$ cat src/sv/flh_pkg.sv
// Shared types, codes and constants of the FNV-1a linear probing table builder.
package flh_pkg;

  localparam logic [1:0] ACT_KEY   = 2'd0;
  localparam logic [1:0] ACT_CLEAR = 2'd1;
  localparam logic [1:0] ACT_READ  = 2'd2;

  localparam logic [1:0] ST_INSERTED = 2'd0;
  localparam logic [1:0] ST_FULL     = 2'd1;
  localparam logic [1:0] ST_CLEARED  = 2'd2;
  localparam logic [1:0] ST_READ     = 2'd3;

  localparam logic [31:0] FNV_BASIS = 32'd2166136261;
  localparam logic [31:0] FNV_PRIME = 32'd16777619;

  localparam logic [3:0] MIN_CAP_LOG2   = 4'd4;
  localparam logic [3:0] RESET_CAP_LOG2 = 4'd12;

  typedef struct packed {
    logic [1:0]  action;
    logic [7:0]  key_byte;
    logic        byte_valid;
    logic        last_byte;
    logic [17:0] entry_id;
    logic [31:0] pool_offset;
    logic [11:0] slot_address;
  } flh_in_t;

  typedef struct packed {
    logic [1:0]  status;
    logic [11:0] slot_index;
    logic [31:0] hash_word;
    logic [17:0] stored_id;
    logic [31:0] stored_offset;
    logic        occupied;
    logic [12:0] probe_count;
  } flh_out_t;

  typedef struct packed {
    logic        used;
    logic [31:0] hash;
    logic [17:0] id;
    logic [31:0] offset;
  } flh_entry_t;

  typedef struct packed {
    logic absorb;
    logic restart;
  } flh_hash_ctl_t;

endpackage

$ cat src/sv/flh_hash.sv
// Running FNV-1a hash register with its one-byte fold step.
module flh_hash import flh_pkg::*; (
  input  logic          clk,
  input  logic          rst_n,
  input  flh_hash_ctl_t ctl,
  input  logic [7:0]    key_byte,
  output logic [31:0]   hash_upd
);

  logic [31:0] running_r;
  logic [31:0] running_nxt;
  logic [31:0] folded;

  assign folded   = running_r ^ {24'd0, key_byte};
  assign hash_upd = ctl.absorb ? 32'(folded * FNV_PRIME) : running_r;

  always_comb begin
    running_nxt = ctl.restart ? FNV_BASIS : hash_upd;
  end

  always_ff @(posedge clk) begin
    if (!rst_n) begin
      running_r <= FNV_BASIS;
    end else begin
      running_r <= running_nxt;
    end
  end

endmodule

$ cat config.mk
export PLATFORM = sky130hd
export DESIGN_NAME = flh_hash
export DESIGN_NICKNAME = d
export VERILOG_FILES = /design/src/sv/flh_pkg.sv /design/src/sv/flh_hash.sv
export SDC_FILE = /design/constraint.sdc
export NUM_CORES = 1
export LEC_CHECK = 0
export BUFFER_PORTS_ARGS = -buffer_cell sky130_fd_sc_hd__buf_4
export CORE_MARGIN = 4
export CORE_UTILIZATION = 30
export DETAILED_ROUTE_END_ITERATION = 10
export GPL_ROUTABILITY_DRIVEN = 0
export SYNTH_ARGS = -nofsm -noshare
export SYNTH_HDL_FRONTEND = slang
export SYNTH_SLANG_ARGS = --single-unit
$ cat constraint.sdc
create_clock -name clk -period 6.7 [get_ports clk]
set_input_delay 0 -clock clk [delete_from_list [all_inputs] [get_ports clk]]
set_output_delay 0 -clock clk [all_outputs]
set_load 0.05 [all_outputs]
### Word level (Yosys, flattened, before mapping)

Cells that the tools add are included.

| storage, ports and cells | value |
|---|---|
| logic and storage cells | 6 |
| output and inout bits | 32 |
| register bits | 32 |

| operators by class | value |
|---|---|
| bitwise logic cells | 2 |
| muxes and demuxes | 1 |
| multipliers | 1 |
| reductions and logical operators | 1 |

Operator list:

| cell | count |
|---|---|
| $mul A32 B25 Y32 const B | 1 |
| $mux W32 | 1 |
| $xor A32 B8 Y32 | 1 |
| $reduce_or A2 Y1 | 1 |
| $not A1 Y1 | 1 |

### Longest topological paths before layout

Gate-level depths: netlist of the first run.

| depth | value |
|---|---|
| depth after elaboration | 3 |
| mapped depth | 21 |
| gate-level depth less buffers | 20 |

### Worst setup path after synthesis of the first run

Ideal clock, no wire load.

| timing | value |
|---|---|
| path type | register to register |
| start point | register running_r[6] |
| end point | register running_r[17] |
| required time | 6.634 ns |
| arrival time | 5.783 ns |
| setup slack | 0.851 ns |
| cell stages (with the launch flop) | 18 |
| clock period less this slack | 5.849 ns |
| cells stage by stage | dfxtp_1 xor2_1 ha_1 ha_1 fa_1 ha_1 fa_1 ha_1 inv_1 fa_1 inv_1 ha_1 and2_1 a21boi_0 o21ai_0 nor2_1 o31ai_1 and2_1 |

| between the ends | value |
|---|---|
| longest elaborated chain between the ends | 3 |

Ends and longest elaborated chain:

| element | line | RTL |
|---|---|---|
| start: declaration | flh_hash.sv:10 | `logic [31:0] running_r;` |
| start signal: assignment | flh_hash.sv:25 | `running_r <= running_nxt;` |
| $xor A32 B8 Y32 | flh_hash.sv:14 | `assign folded = running_r ^ {24'd0, key_byte};` |
| $mul A32 B25 Y32 | flh_hash.sv:15 | `assign hash_upd = ctl.absorb ? 32'(folded * FNV_PRIME) : running_r;` |
| $mux W32 | flh_hash.sv:15 |  |
| net hash_upd[17] | flh_hash.sv:7 | `output logic [31:0] hash_upd` |

The timed path passes the listed nets, and every way through them passes these cells.
A chain may end at the register's enable or synchronous reset.

### Worst setup path in the final report of the first run

| timing | value |
|---|---|
| start point | register running_r[3] |
| end point | output port hash_upd[30] |

| between the ends | value |
|---|---|
| longest elaborated chain between the ends | 3 |

Ends and longest elaborated chain:

| element | line |
|---|---|
| $xor A32 B8 Y32 | flh_hash.sv:14 |
| $mul A32 B25 Y32 | flh_hash.sv:15 |
| $mux W32 | flh_hash.sv:15 |
| end: declaration | flh_hash.sv:7 |

Every way passes these cells.

==> results of run 1 <==
==> layer usage <==
layer  vias to the layer above  global-route usage, %  routed length [microns]
met4                         0                   1.90                      207
met2                        69                   20.9                     7340
met3                        13                   1.98                      578
li1                       2525                      -                        -
met1                      2327                   19.4                     8390
met5                         -                      0                        0
==> Yosys cell counts, drive strengths merged, types with 6 or more instances <==
master / n
ha: 184
inv: 165
fa: 74
dfxtp: 32
xnor2: 32
a21oi: 28
nor2: 23
nand2: 21
and2: 19
mux2: 19
xor2: 19
o21ai: 16
nand2b: 13
nor3: 11
o211ai: 10
clkbuf: 9
nand3: 8
a21o: 6
and3: 6
==> critical path: stages, from the launching register on <==
cell,delay (ns)
dfxtp_1,0.37
xor2_1,0.50
ha_1,0.34
ha_1,0.30
fa_1,0.45
ha_1,0.24
fa_1,0.49
ha_1,0.30
inv_1,0.06
fa_1,0.53
inv_1,0.04
ha_1,0.30
nor2_1,0.12
o211ai_1,0.11
nor3_2,0.38
nor3_2,0.12
o311a_1,0.36
or3_1,0.38
o31ai_1,0.12
or3_1,0.17
buf_4,0.19
==> cells by family (layout without fill, tap and decap cells) <==
logic type,count (synthesis),after routing,synth area share (%)
flip-flops,32,32,9.14
AND/OR/NAND/NOR,116,116,8.73
buffers and inverters,176,219,9.43
AO/OA/AOI/OAI,90,90,9.23
XOR/XNOR,51,51,6.37
adder cells (fa/ha/maj),258,258,54.0
multiplexers,19,19,3.11
==> layout make-up <==
cell class              count  area, sq um
fillers                  2379        14900
multi-input cells         534         5710
flip-flops and latches     32          641
inverters                 165          619
well taps                 313          392
repair buffers             47          353
clock buffers               6          129
clock inverters             1         5.00
==> placed cells by master (no fill, tap or decap), types with 2 or more instances in the layout <==
cell	Yosys	final
ha_1	184	184
inv_1	165	165
fa_1	74	74
buf_4	0	47
xnor2_1	32	32
dfxtp_1	32	32
a21oi_1	27	27
nor2_1	23	23
nand2_1	21	21
xor2_1	19	19
and2_1	18	18
mux2_2	18	18
o21ai_0	14	14
nand2b_1	13	13
o211ai_1	9	9
nor3_1	9	9
nand3_1	8	8
and3_1	6	6
a21o_1	6	6
clkbuf_16	0	5
o21a_1	4	4
nor2b_1	4	3
o21bai_1	3	3
nand3b_1	3	3
or3_1	3	3
o31ai_1	3	3
a31oi_1	3	3
a211oi_1	2	2
nor3_2	2	2
or2_2	2	2
o311a_1	2	2
==> worst max path at each step <==
stage	from	cells past startpoint	endpoint	slack [ns]
2_1_floorplan	running_r[6]	17	running_r[17]	0.85
6_report	running_r[3]	20	hash_upd[30]	0.53
3_5_place_dp	running_r[3]	20	hash_upd[30]	0.86
4_1_cts	running_r[3]	20	hash_upd[30]	0.50
5_1_grt	running_r[3]	20	hash_upd[24]	0.18
3_3_place_gp	running_r[3]	20	hash_upd[24]	0.84
==> per-stage QoR <==
| stage | setup WS, ns | hold slack [ns] | utilization (%) | cell area [sq um] | instances |
|---|---|---|---|---|---|
| final | 0.528 | 0.107 | 34.5 | 7850 | 1098 |
| after global routing | 0.181 | 0.121 | 34.5 | 7850 | 1098 |
| after CTS | 0.496 | 0.113 | 34.5 | 7850 | 1098 |
| after detailed placement | 0.855 | 0.409 | 33.9 | 7710 | 1091 |
| after global placement | 0.841 | 0.401 | 33.9 | 7710 | 1091 |
| after floorplan | 0.851 | 0.178 | - | 7010 | 742 |
==> metrics.yaml, run 1 <==
status: "finished, final reports clean"
cp-start-kind: "flop"
grt-ovfl-total: 0
dieWidth_microns: 161
synth_edf_count: 0
yosysWarnings: 0
r2r_end: "running_r[30]"
period_share_pct: 92.1
port_buffers: 43
synth_area_sq_mm: 0.00701
setup_viol: 0
largest_reg_flops: 32
rsz0062_at_grt: "no"
htree_num_levels: 2
core-area_sq_mm: 0.0228
cap_violations: 0
detail_route.wl_per_cell_microns: 15.0
holdPathStages: 3
required_ns: 6.70
clock_sinks: 32
holdPathEnd: "running_r[22]"
start_util_pct: 30.8
critPathKind: "flop to output port"
reg2reg_slack_ns: 0.94
die_area_sq_mm: 0.0259
antenna_found_initial: 0
min_period_ns: 6.17
synth_area_leaders: "ha_1 33%, fa_1 21%, dfxtp_1 9.1%, inv_1 8.8%, xnor2_1 4.0%"
die_h_microns: 161
drive_gt1_share_pct: 11.2
root_buffer: "clkbuf_16"
num_antenna_cells: 0
dp_hpwl_mm: 14.1
cts_resized: 0
drt-total-wl_mm: 16.5
crit_path_max_fanout: 7
tightest_slew_ns: 0.587
cts_tree: "yes"
yosysTopAreaCell: "ha_1"
max_freq_mhz: 162
post-cts-setup-buffer-count: 0
syn_inst: 742
cp.arrival_ns: 6.17
slew_viol_final: 0
synth_area_per_cell_sq_um: 9.44
hold_class: "primary input to flop"
synth_top_area_share_pct: 32.9
clkTransAtPathRegs_ns: 0.06
async_reset_ff_share_pct: 0
final_nets: 1055
min_from: "rst_n"
reg2regPathDepth: 19
rows: 55
ioPinCount: 44
first_global_vias: 5120
clock_latency_ns: 0.28
drt_iter0_markers: 208
grt_max_degree: 36
r2r_start: "running_r[3]"
ys_types: 53
ant_nets: 0
track_usage_pct: 13.1
max-slew-margin-rel_pct: 60.7
worst_setup_path_end_kind: "output port"
viasPerCell: 4.49
first_pass_iters: 4
vias: 4934
yosysSeqAreaShare_pct: 9.14
area_growth_pct: 12.0
drc_errors: 0
grt_pass1_wl_mm: 27.2
numCtsBuffers: 5
clockBufferDepth: 2
finClkSkew_ns: 0.00428
syn_nets: 1012
top_regs: "running_r: 32 flops"
hold_violations: 0
synthFlopType: "dfxtp_1"
holdBufCountCts: 0
regMostFlops: "running_r"
tns_ns: 0
ys_ff_latch: 32
Power of run 1 is left out: the tool's default activity adds up to more than one toggle a clock period on the data nets, which glitch-free logic cannot reach.
==> run 2: changes to the inputs <==
Settings changed: GPL_TIMING_DRIVEN set to 0, SLEW_MARGIN set to 15.
==> run 2 against run 1 <==
Via count rose by 2.4%. Register-to-register slack got worse by 0.14 ns. Global-route usage rose by 0.42 points. Worst hold slack got worse by 0.0075 ns. Die area did not move. Utilization rose by 0.071 points. Sequential share of layout area barely moved. Cell area rose by 0.21%. Count of clock-buffer cells in the layout did not move.
==> metrics.yaml, run 2 (synthesis results as in run 1) <==
dp.cells: 1097
cap_violations: 0
drt-total-wl_mm: 16.7
antenna_found_initial: 0
mostFrequentLayoutCells: "184 x ha_1, 165 x inv_1, 74 x fa_1"
finClkSkew_ns: 0.00611
root_buffer: "clkbuf_16"
max-slew-margin-rel_pct: 46.9
crit_path_top_delay_cell: "fa_1"
holdBufCountCts: 0
largest_reg_flops: 32
grt_pass1_wl_mm: 28.2
regMostFlops: "running_r"
num_antenna_cells: 0
final_nets: 1061
detail_route.wl_per_cell_microns: 15.1
status: "finished, final reports clean"
core-area_sq_mm: 0.0228
htree_num_levels: 2
critPathKind: "flop to output port"
worst_slack_ns: 0.329
drc_errors: 0
dp_hpwl_mm: 14.5
ioPinCount: 44
viasPerCell: 4.58
rows: 55
crit_chain: "xor2_1, ha_1, ha_1, fa_1, ha_1, fa_1, ha_1, inv_1, fa_1, inv_1, ha_1, o21ai_0, nor2_1, nor3_2, nor3_1, o41ai_2, o311ai_1, xnor2_1, o21ai_0, buf_4"
clockBufferDepth: 2
critPathMaxStageDelay_ns: 0.56
area_growth_pct: 12.2
tns_ns: 0
start_util_pct: 30.8
grt-ovfl-total: 0
die_h_microns: 161
tightest_slew_ns: 0.797
rsz0062_at_grt: "no"
die_area_sq_mm: 0.0259
setup_viol: 0
vias: 5054
place_ws_ns: 0.575
first_global_vias: 5439
crit_top_cell: "ha_1"
worst_setup_path_end_kind: "output port"
numCtsBuffers: 5
final_cells: 1104
final_common_cell: "ha_1"
ant_nets: 0
cts_tree: "yes"
drive_gt1_share_pct: 10.6
first_pass_iters: 4
period_share_pct: 95.1
min_period_ns: 6.37
track_usage_pct: 13.6
port_buffers: 42
slew_viol_final: 0
clock_latency_ns: 0.29
top_regs: "running_r: 32 flops"
required_ns: 6.70
reg2reg_slack_ns: 0.80
path_delay_family: "adder cells"
grt_max_degree: 11
hold_violations: 0
n_fill_cell: 2378
max_freq_mhz: 157
critPathBufInv: 3
crit_path_max_fanout: 5
cp.arrival_ns: 6.37
clkTransAtPathRegs_ns: 0.06
dieWidth_microns: 161
hold_class: "primary input to flop"
cp-start-kind: "flop"
clock_sinks: 32
drt_iter0_markers: 227
## run 2: cell count changes in the layout (fill, tap and decap cells not counted)
cell      change
nor2b_1       +1
xor2_1        -2
clkbuf_1      +9
nor2b_2       -1
xor2_2        +2
buf_4         -5
buf_1         +2
## run 2: final timing paths
| path | start | to | depth (start not counted) |
|---|---|---|---|
| min | rst_n | running_r[26] | 3 |
| min reg2reg | running_r[31] | running_r[31] | 2 |
| max | running_r[3] | hash_upd[24] | 20 |
| max reg2reg | running_r[3] | running_r[30] | 19 |
## run 2: layer usage
layer / up-vias / GRT usage (%) / share of wire, % / wire, microns
li1: 2527 / - / - / -
met1: 2455 / 19.3 / 50 / 8280
met5: - / 0 / 0 / 0
met2: 57 / 22.8 / 47 / 7840
met3: 15 / 1.28 / 2.3 / 381
met4: 0 / 2.13 / 1.3 / 218
## run 2: area by class of cell
| class | count | area [sq um] | area share (%) |
|---|---|---|---|
| tap | 313 | 392 | 4.98 |
| inverter | 165 | 619 | 7.88 |
| clock buffer | 6 | 129 | 1.64 |
| buffer | 11 | 41.3 | 0.525 |
| timing repair buffer | 42 | 315 | 4.01 |
| sequential | 32 | 641 | 8.15 |
| clock inverter | 1 | 5.00 | 0.0636 |
| multi-input combinational | 534 | 5720 | 72.8 |
## run 2: tightest hold or removal path: cells and delay by family
family	cells	cell delay (ns)
AOI/OAI and AO/OA	1	0.06
and+or+nand+nor	1	0.17
buffers and inverters	1	0.11
## run 2: stage by stage
step | area (sq um) | utilization (%) | hold WS, ns
2_1_floorplan | 7010 | - | 0.178
3_3_place_gp | 7710 | 33.9 | 0.387
3_5_place_dp | 7710 | 33.9 | 0.395
4_1_cts | 7850 | 34.5 | 0.0948
5_1_grt | 7860 | 34.5 | 0.103
6_report | 7860 | 34.5 | 0.0992
## run 2: what timing repair did
| item | 4_1_cts | 5_1_grt |
|---|---|---|
| buffers inserted | 0 | 0 |
| resized for setup | 0 | 2 |
| setup endpoints to repair | 0 | 4 |
Power of run 2 is left out for the same reason.
